--- src/design/ffpa_pkg.sv ---
// Package with shared types, constants and op and status codes for the page range allocator.
`default_nettype none
package ffpa_pkg;
    localparam int MAX_EXTENTS_DEF = 64;
    localparam int PAGE_BITS_DEF = 20;
    localparam int PAGE_W = 20;
    localparam int LEN_W = 21;

    localparam logic [1:0] OP_ALLOC = 2'd0;
    localparam logic [1:0] OP_FREE = 2'd1;
    localparam logic [1:0] OP_CLEAR = 2'd2;

    localparam logic [1:0] ST_OK = 2'd0;
    localparam logic [1:0] ST_NOFIT = 2'd1;
    localparam logic [1:0] ST_FULL = 2'd2;

    typedef struct packed {
        logic [1:0] op;
        logic [LEN_W-1:0] page_count;
        logic [PAGE_W-1:0] start_page;
    } req_t;

    typedef struct packed {
        logic [PAGE_W-1:0] result_page;
        logic [1:0] status;
    } rsp_t;

    // Memory port bundle from the sequencer to the extent table.
    typedef struct packed {
        logic rd_en;
        logic [11:0] rd_addr;
        logic wr_en;
        logic [11:0] wr_addr;
        logic [PAGE_W-1:0] wr_start;
        logic [LEN_W-1:0] wr_len;
    } mem_req_t;
endpackage
`default_nettype wire

--- src/design/ffpa_table.sv ---
// Extent table memory: start page and length per entry, one write and one read port.
`default_nettype none
module ffpa_table
    import ffpa_pkg::*;
#(
    parameter int MAX_EXTENTS = MAX_EXTENTS_DEF,
    parameter int AW = $clog2(MAX_EXTENTS)
)
(
    input wire clk,
    input wire [AW-1:0] rd_addr,
    input wire rd_en,
    input wire [AW-1:0] wr_addr,
    input wire wr_en,
    input wire [PAGE_W+LEN_W-1:0] wr_data,
    output logic [PAGE_W+LEN_W-1:0] rd_data
);
    logic [PAGE_W+LEN_W-1:0] mem [MAX_EXTENTS];

    // Write port.
    always_ff @(posedge clk)
    begin
        if (wr_en)
        begin
            mem[wr_addr] <= wr_data;
        end
    end

    // Registered read port.
    always_ff @(posedge clk)
    begin
        if (rd_en)
        begin
            rd_data <= mem[rd_addr];
        end
    end
endmodule
`default_nettype wire

--- src/design/first_fit_page_range_allocator.sv ---
// Top level: request sequencer, configuration registers and the extent table.
`default_nettype none
// The allocator keeps its free extents, sorted by start page, in one memory
// and serves one item at a time. An allocate or free walks the table through
// the registered memory read port, checking each entry once its read data is
// valid before it reads the next; an insert or a drop moves every later entry
// one place, one read and one write per entry. The result waits in an output
// register; the next item is taken once it is delivered.
module first_fit_page_range_allocator
    import ffpa_pkg::*;
#(
    parameter int MAX_EXTENTS = MAX_EXTENTS_DEF
)
(
    input wire clk,
    input wire rst_n,
    input wire psel,
    input wire penable,
    input wire pwrite,
    input wire [2:0] paddr,
    input wire [31:0] pwdata,
    output logic [31:0] prdata,
    output logic pready,
    input wire in_valid,
    output logic in_stall,
    input wire req_t in_data,
    output logic out_valid,
    input wire out_stall,
    output rsp_t out_data
);
    localparam int AW = (MAX_EXTENTS > 2) ? $clog2(MAX_EXTENTS) : 1;
    localparam int CW = $clog2(MAX_EXTENTS + 1);
    localparam logic [LEN_W:0] LEN_MAX = {1'b0, {LEN_W{1'b1}}};

    localparam logic [3:0] S_IDLE = 4'd0;
    localparam logic [3:0] S_SCAN = 4'd1;   // read entry idx, wait
    localparam logic [3:0] S_CHK = 4'd2;    // entry idx data valid
    localparam logic [3:0] S_DROP = 4'd3;   // shift left from idx
    localparam logic [3:0] S_DROPW = 4'd4;
    localparam logic [3:0] S_NEXT = 4'd5;   // free: next entry read wait
    localparam logic [3:0] S_FDEC = 4'd6;   // free: decide
    localparam logic [3:0] S_INS = 4'd7;    // shift right from end
    localparam logic [3:0] S_INSW = 4'd8;
    localparam logic [3:0] S_DONE = 4'd9;

    logic [19:0] base_reg;
    logic [20:0] pages_reg;
    logic [3:0] state_reg;
    logic [CW-1:0] count_reg;
    logic [CW-1:0] idx_reg;
    logic [CW-1:0] ins_pos_reg;
    req_t req_reg;
    logic have_prev_reg;
    logic [PAGE_W-1:0] prev_start_reg;
    logic [LEN_W-1:0] prev_len_reg;
    logic [PAGE_W-1:0] cur_start_reg;
    logic [LEN_W-1:0] cur_len_reg;
    logic out_valid_reg;
    rsp_t out_reg;

    logic rd_en;
    logic [AW-1:0] rd_addr;
    logic wr_en;
    logic [AW-1:0] wr_addr;
    logic [PAGE_W+LEN_W-1:0] wr_data;
    logic [PAGE_W+LEN_W-1:0] rd_data;
    logic [PAGE_W-1:0] rd_start;
    logic [LEN_W-1:0] rd_len;

    assign rd_start = rd_data[PAGE_W+LEN_W-1:LEN_W];
    assign rd_len = rd_data[LEN_W-1:0];

    ffpa_table #(.MAX_EXTENTS(MAX_EXTENTS), .AW(AW)) u_table (
        .clk(clk), .rd_addr(rd_addr), .rd_en(rd_en), .wr_addr(wr_addr),
        .wr_en(wr_en), .wr_data(wr_data), .rd_data(rd_data)
    );

    // Configuration port.
    assign pready = 1'b1;
    always_comb
    begin
        case (paddr[2])
            1'b0: prdata = {12'd0, base_reg};
            default: prdata = {11'd0, pages_reg};
        endcase
    end
    always_ff @(posedge clk or negedge rst_n)
    begin
        if (!rst_n)
        begin
            base_reg <= '0;
            pages_reg <= '0;
        end
        else if (psel && penable && pwrite && paddr[1:0] == 2'd0)
        begin
            if (paddr[2] == 1'b0)
                base_reg <= pwdata[19:0];
            else
                pages_reg <= pwdata[20:0];
        end
    end

    assign in_stall = (state_reg != S_IDLE) || out_valid_reg;
    assign out_valid = out_valid_reg;
    assign out_data = out_reg;

    // Adjacency tests for free; done without wrap.
    logic [LEN_W:0] prev_end;
    logic [LEN_W:0] req_end;
    logic [LEN_W:0] prev_sum;
    logic [LEN_W:0] join_len;
    logic [LEN_W:0] next_sum;
    logic join_prev;
    logic join_next;
    logic cur_ok;
    assign prev_end = {2'b0, prev_start_reg} + {1'b0, prev_len_reg};
    assign req_end = {2'b0, req_reg.start_page} + {1'b0, req_reg.page_count};
    assign prev_sum = {1'b0, prev_len_reg} + {1'b0, req_reg.page_count};
    assign join_prev = have_prev_reg && prev_end == {2'b0, req_reg.start_page}
        && prev_sum <= LEN_MAX;
    assign join_len = join_prev ? prev_sum : {1'b0, req_reg.page_count};
    assign next_sum = join_len + {1'b0, cur_len_reg};
    assign cur_ok = idx_reg < count_reg;
    assign join_next = cur_ok && req_end == {2'b0, cur_start_reg}
        && next_sum <= LEN_MAX;

    logic [LEN_W-1:0] alloc_left;
    logic [PAGE_W-1:0] alloc_start;
    assign alloc_left = rd_len - req_reg.page_count;
    assign alloc_start = rd_start + req_reg.page_count[PAGE_W-1:0];

    // Sequencer read side.
    logic [3:0] state_next;
    always_comb
    begin
        rd_en = 1'b0;
        rd_addr = idx_reg[AW-1:0];
        state_next = state_reg;
        case (state_reg)
            S_SCAN: begin
                rd_en = 1'b1;
                state_next = S_CHK;
            end
            S_DROP: begin
                rd_en = 1'b1;
                rd_addr = AW'(idx_reg + 1'b1);
                state_next = S_DROPW;
            end
            S_DROPW: begin
                state_next = S_DROP;
            end
            S_INS: begin
                rd_en = 1'b1;
                rd_addr = AW'(idx_reg - 1'b1);
                state_next = S_INSW;
            end
            S_INSW: begin
                state_next = S_INS;
            end
            default: begin
            end
        endcase
        if (state_reg == S_SCAN && req_reg.op == OP_FREE && !cur_ok)
        begin
            rd_en = 1'b0;
        end
    end

    always_ff @(posedge clk)
    begin
        if (in_valid && !in_stall)
        begin
            req_reg <= in_data;
        end
    end

    // Control flow with its writes, done in a clocked block around the table port.
    logic twr_en;
    logic [AW-1:0] twr_addr;
    logic [PAGE_W+LEN_W-1:0] twr_data;
    always_ff @(posedge clk or negedge rst_n)
    begin
        if (!rst_n)
        begin
            state_reg <= S_IDLE;
            count_reg <= '0;
            idx_reg <= '0;
            ins_pos_reg <= '0;
            out_valid_reg <= 1'b0;
            out_reg <= '0;
            have_prev_reg <= 1'b0;
            prev_start_reg <= '0;
            prev_len_reg <= '0;
            cur_start_reg <= '0;
            cur_len_reg <= '0;
            twr_en <= 1'b0;
            twr_addr <= '0;
            twr_data <= '0;
        end
        else
        begin
            twr_en <= 1'b0;
            if (out_valid_reg && !out_stall)
                out_valid_reg <= 1'b0;
            case (state_reg)
                S_IDLE: begin
                    if (in_valid && !in_stall)
                    begin
                        idx_reg <= '0;
                        have_prev_reg <= 1'b0;
                        out_reg.result_page <= '0;
                        out_reg.status <= ST_OK;
                        if (in_data.op == OP_CLEAR)
                        begin
                            if (pages_reg != '0)
                            begin
                                twr_en <= 1'b1;
                                twr_addr <= '0;
                                twr_data <= {base_reg, pages_reg};
                                count_reg <= CW'(1);
                            end
                            else
                                count_reg <= '0;
                            state_reg <= S_DONE;
                        end
                        else if ((in_data.op == OP_ALLOC || in_data.op == OP_FREE)
                            && in_data.page_count != '0)
                        begin
                            if (in_data.op == OP_ALLOC && count_reg == '0)
                            begin
                                out_reg.status <= ST_NOFIT;
                                state_reg <= S_DONE;
                            end
                            else
                                state_reg <= S_SCAN;
                        end
                        else
                            state_reg <= S_DONE;
                    end
                end
                S_SCAN: begin
                    if (req_reg.op == OP_FREE && !cur_ok)
                        state_reg <= S_FDEC;
                    else
                        state_reg <= state_next;
                end
                S_CHK: begin
                    if (req_reg.op == OP_ALLOC)
                    begin
                        if (rd_len >= req_reg.page_count)
                        begin
                            out_reg.result_page <= rd_start;
                            if (alloc_left == '0)
                                state_reg <= S_DROP;
                            else
                            begin
                                twr_en <= 1'b1;
                                twr_addr <= idx_reg[AW-1:0];
                                twr_data <= {alloc_start, alloc_left};
                                state_reg <= S_DONE;
                            end
                        end
                        else if (idx_reg + 1'b1 >= count_reg)
                        begin
                            out_reg.status <= ST_NOFIT;
                            state_reg <= S_DONE;
                        end
                        else
                        begin
                            idx_reg <= idx_reg + 1'b1;
                            state_reg <= S_SCAN;
                        end
                    end
                    else
                    begin
                        cur_start_reg <= rd_start;
                        cur_len_reg <= rd_len;
                        if (req_reg.start_page > rd_start)
                        begin
                            have_prev_reg <= 1'b1;
                            prev_start_reg <= rd_start;
                            prev_len_reg <= rd_len;
                            idx_reg <= idx_reg + 1'b1;
                            state_reg <= S_SCAN;
                        end
                        else
                            state_reg <= S_FDEC;
                    end
                end
                S_FDEC: begin
                    if (join_prev)
                    begin
                        twr_en <= 1'b1;
                        twr_addr <= AW'(idx_reg - 1'b1);
                        twr_data <= {prev_start_reg,
                            join_next ? next_sum[LEN_W-1:0] : join_len[LEN_W-1:0]};
                        state_reg <= join_next ? S_DROP : S_DONE;
                    end
                    else if (join_next)
                    begin
                        twr_en <= 1'b1;
                        twr_addr <= idx_reg[AW-1:0];
                        twr_data <= {req_reg.start_page, next_sum[LEN_W-1:0]};
                        state_reg <= S_DONE;
                    end
                    else if (count_reg >= CW'(MAX_EXTENTS))
                    begin
                        out_reg.status <= ST_FULL;
                        state_reg <= S_DONE;
                    end
                    else
                    begin
                        // Remember the insert position, then shift from the end down to it.
                        ins_pos_reg <= idx_reg;
                        idx_reg <= count_reg;
                        state_reg <= S_INS;
                        if (idx_reg == count_reg)
                            state_reg <= S_INSW;
                    end
                end
                S_DROP: begin
                    if (idx_reg + 1'b1 >= count_reg)
                    begin
                        count_reg <= count_reg - 1'b1;
                        state_reg <= S_DONE;
                    end
                    else
                        state_reg <= S_DROPW;
                end
                S_DROPW: begin
                    idx_reg <= idx_reg + 1'b1;
                    state_reg <= S_DROP;
                end
                S_INS: begin
                    state_reg <= S_INSW;
                end
                S_INSW: begin
                    if (idx_reg == ins_pos_reg)
                    begin
                        twr_en <= 1'b1;
                        twr_addr <= idx_reg[AW-1:0];
                        twr_data <= {req_reg.start_page, req_reg.page_count};
                        count_reg <= count_reg + 1'b1;
                        state_reg <= S_DONE;
                    end
                    else
                    begin
                        idx_reg <= idx_reg - 1'b1;
                        state_reg <= S_INS;
                    end
                end
                S_DONE: begin
                    out_valid_reg <= 1'b1;
                    state_reg <= S_IDLE;
                end
                default: state_reg <= S_IDLE;
            endcase
        end
    end

    // Table writes: shift moves from the sequencer, single updates from the registered port.
    always_comb
    begin
        wr_en = twr_en;
        wr_addr = twr_addr;
        wr_data = twr_data;
        if (state_reg == S_DROPW)
        begin
            wr_en = 1'b1;
            wr_addr = idx_reg[AW-1:0];
            wr_data = rd_data;
        end
        else if (state_reg == S_INSW && idx_reg != ins_pos_reg)
        begin
            wr_en = 1'b1;
            wr_addr = idx_reg[AW-1:0];
            wr_data = rd_data;
        end
    end

`ifndef SYNTHESIS
    a_no_accept_busy: assert property (@(posedge clk) disable iff (!rst_n)
        (state_reg != S_IDLE) |-> in_stall)
        else $error("item accepted while busy");
    a_count_range: assert property (@(posedge clk) disable iff (!rst_n)
        count_reg <= CW'(MAX_EXTENTS))
        else $error("extent count out of range");
    a_done_valid: assert property (@(posedge clk) disable iff (!rst_n)
        (state_reg == S_DONE) |=> out_valid)
        else $error("result lost");
`endif
endmodule
`default_nettype wire
--- config.mk ---
export PLATFORM = sky130hd
export DESIGN_NAME = first_fit_page_range_allocator
export DESIGN_NICKNAME = d
export VERILOG_FILES = /design/src/design/ffpa_pkg.sv /design/src/design/ffpa_table.sv /design/src/design/first_fit_page_range_allocator.sv
export SDC_FILE = /design/constraint.sdc
export NUM_CORES = 2
export LEC_CHECK = 0
export BUFFER_PORTS_ARGS = -buffer_cell sky130_fd_sc_hd__buf_2
export CAP_MARGIN = 10
export CORE_MARGIN = 1.5
export CORE_UTILIZATION = 40
export CTS_BUF_LIST = sky130_fd_sc_hd__clkbuf_16
export DETAILED_ROUTE_END_ITERATION = 8
export PLACE_DENSITY_LB_ADDON = 0.08
export SLEW_MARGIN = 40
export SYNTH_ARGS = -nofsm -noshare
export SYNTH_HDL_FRONTEND = slang
export SYNTH_SLANG_ARGS = --single-unit
--- constraint.sdc ---
create_clock -name clk -period 9.1 [get_ports clk]
set_input_delay 0.455 -clock clk [delete_from_list [all_inputs] [get_ports clk]]
set_output_delay 0.455 -clock clk [all_outputs]
set_load 0.01 [all_outputs]
==> impl_metrics.toml <==
[global_routing]
antenna_found_initial = 17
overflow = 0
grt_max_degree = 97
grt_usage = 0.249
grt_pass1_vias = 70800
grt_pass1_wl_mm = 546

[floorplanning]
num_rows = 203
die_h_microns = 557
core_sq_um = 306000
dieArea_sq_um = 311000
io_pins = 142
die_w_microns = 557
start_util = 0.402

[layout]
stdcell_count = 11800
largest_register_ffs = 2624
layout-drive-gt1-share = 0.239
utilization = 0.465
fillers = 26400
area_growth_pct = 15.6
nets = 7688

[logic_synthesis]
synthCells = 7032
yosys_warnings = 0
netlist.area_leader.share = 0.661
synth_area_leaders = "edfxtp_1 66%, mux4_2 12%, dfrtp_1 4.5%"
ys_types = 91
synth_edf_count = 2708
ys_seq_elements = 2928
syn_area_sq_um = 123000
ys.flop_type = "edfxtp_1"
synthArstFlopShare = 0.0751
syn-mean-instance-area_sq_um = 17.5
ys_seq_area_frac = 0.706
netlist.top_cell.by_area = "edfxtp_1"

[detailed_routing]
avgRoutedWirePerCell_microns = 33.1
drt_first_pass_iters = 6
drtIter0Drc = 7052
wl_mm = 390
via_per_inst = 5.91
route.vias.total = 69700
ant_nets = 0
drc = 0

[place]
dpl.hpwl_mm = 230
gp_congestion = 0.924
dp.cells = 11100
portBuffers = 118

[worst_setup_path]
end_kind = "flop"
r2r_end = "twr_data[27]"
cp.arrival_ns = 9.06
required_ns = 9.87
crit_start = "prev_len_reg[0]"
path_max_fanout = 23
startpoint_type = "flop"
r2r_cells = 25
setup.worst_path.class = "flop to flop"
reg2reg_setup_slack_ns = 0.81
worstReg2RegStart = "prev_len_reg[0]"
crit_path_end = "twr_data[27]"

[clock_tree]
cts_buffers = 323
insertion_delay_ns = 0.93
clk_root_buffer_cell = "clkbuf_16"
cts.path.max_buffers = 4
h-tree-depth = 5
cts.repair.resized = 0
cts.clk_slew.worst_paths_ns = 0.06
cts_tree = "done"
clock-sinks = 2928
postCtsSetupBuffers = 0

[sta]
fin_hold_ws_ns = 0.100
grt_setup_unrepaired = "false"
clock_skew_ns = 0.0448
worst_pin_slew_ns = 0.886
hold_viol = 0
setup_violations = 0
setup_tns_ns = 0
period_share = 0.911
slew-limit-headroom = 0.403
final.min_clock_period_ns = 8.29
slew_viol_final = 0
max_freq_mhz = 121

[power]
seq_power_share = 0.356
p_clk_frac = 0.243
power_density_nw_per_um2 = 371
p_sw_frac = 0.387
leakagePower_nw = 48.0
p_comb_frac = 0.401
p_int_mw = 32.3
vdd_drop_max_mv = 0.277
p_switching_mw = 20.4

[run]
cap_viol_max_count = 0

[worst_hold_path]
hold_path.class = "primary input to flop"

[outcome]
status = "finished clean"
-- stage by stage --
step	cell area, sq um	worst slack [ns]	power (mW)
floorplan	123000	2.30	30.9
global placement	130000	1.13	39.8
detailed placement	131000	0.863	40.2
CTS	142000	0.843	53.0
global route	142000	0.459	55.0
finish	142000	0.807	52.7
-- cell families (layout without fill, tap and decap cells) --
kind of cell    Yosys count  in the layout  synth area share
flops                  2928           2928             0.706
simple gates           1333           1333            0.0509
compound gates         1126           1126            0.0623
mux                     839            839             0.137
buf+inv                 496           1143            0.0158
fa+ha+maj               172            172            0.0179
xor+xnor                136            136           0.00969
other cells               2             19         0.0000611
-- what timing repair did --
action / in CTS / in global routing
hold endpoints to repair: 156 / 0
setup endpoints to repair: 0 / 0
hold buffers: 67 / 0
-- power by group through the flow --
stage / Sequential [mW] / Combinational [mW] / Clock, mW
after floorplan: 18.7 / 12.2 / 0
after global placement: 19.0 / 20.8 / 0
after detailed placement: 19.0 / 21.1 / 0
after CTS: 18.8 / 21.2 / 13.1
after global routing: 18.8 / 22.7 / 13.5
final: 18.8 / 21.2 / 12.8
-- per-layer routing --
metal | global-route usage | up-vias | routed length [microns]
met1 | 0.351 | 37800 | 170000
met4 | 0.0671 | 0 | 10400
met2 | 0.410 | 2101 | 189000
met5 | 0 | - | 0
met3 | 0.0300 | 500 | 20800
li1 | - | 29300 | -
-- cell usage after synthesis, types with 22 or more instances --
master	count
mux4_2	656
ha_1	165
and3_1	24
nor2_1	211
a211oi_1	226
o21ai_0	173
buf_1	92
nor2b_1	27
xnor2_1	93
inv_1	92
nor4_1	35
mux2_2	163
dfrtp_1	220
a31oi_1	127
nand2_1	611
clkbuf_1	289
edfxtp_1	2708
o211ai_1	32
a311oi_1	84
and2_1	175
nor3_1	46
a21o_1	44
nand4_1	45
xor2_1	43
o21a_1	22
nand2b_1	24
a21oi_1	215
o31ai_1	33
nand3_1	51
-- placed cells by master (no fill, tap or decap), drive strengths merged, types with 12 or more instances in the layout --
cell type and count:
and3 24, o21a 22, inv 177, nand3 51
xor2 43, mux4 656, a21o 44, ha 165
bufinv 25, nand2 611, a2111oi 12, a221o 19
a221oi 16, dlygate4sd3 66, nor3 46, nor4 35
xnor2 93, o21ai 179, nand4 45, or3 17
and2 180, mux2 173, o211ai 32, clkinv 135
dfrtp 220, buf 401, nor2 211, edfxtp 2708
o31ai 33, clkbuf 329, nor2b 27, nand3b 19
conb 12, a311oi 84, a211oi 227, a31oi 127
nand2b 24, a21oi 217
-- worst min path at each step --
stage / end / depth (start not counted) / startpoint / slack, ns
3_5_place_dp: cur_start_reg[16] / 1 / rst_n / 0.37
4_1_cts: req_reg[41] / 3 / in_valid / 0.02
5_1_grt: req_reg[41] / 3 / in_valid / 0.09
6_report: req_reg[41] / 3 / in_valid / 0.1
2_1_floorplan: base_reg[0] / 0 / rst_n / 0.16
3_3_place_gp: out_data[7] / 2 / out_data[7] / 0.46
-- cell type report --
class,count,area (sq um),share of cell area
tap,4100,5130,0.0361
multi-input combinational,3618,35300,0.249
clock buffer,329,8230,0.0579
timing repair buffer,467,4170,0.0294
sequential,2928,86800,0.611
clock inverter,254,2060,0.0145
antenna,7,17.5,0.000123
inverter,93,349,0.00246
-- critical path, cell delays in order (launching register included) --
cell and delay (ns):
dfrtp_1 0.38, ha_1 0.23, inv_1 0.07, fa_1 0.55, xor2_1 0.18, nand4_1 0.17
a2111oi_0 0.54, nand4_1 0.15, a2111oi_0 0.40, and4_1 0.26, nand4_1 0.30, nor3_2 0.23
buf_4 0.33, o21ai_0 0.17, ha_1 0.36, a21o_1 0.20, a2111oi_1 0.62, a21boi_0 0.48
o31ai_1 0.30, nand3b_1 0.20, nand4_1 0.17, or4_1 0.65, a21oi_4 0.23, or3_4 0.33
buf_4 0.27, mux2_2 0.36
(Power assumes the default switching activity.)
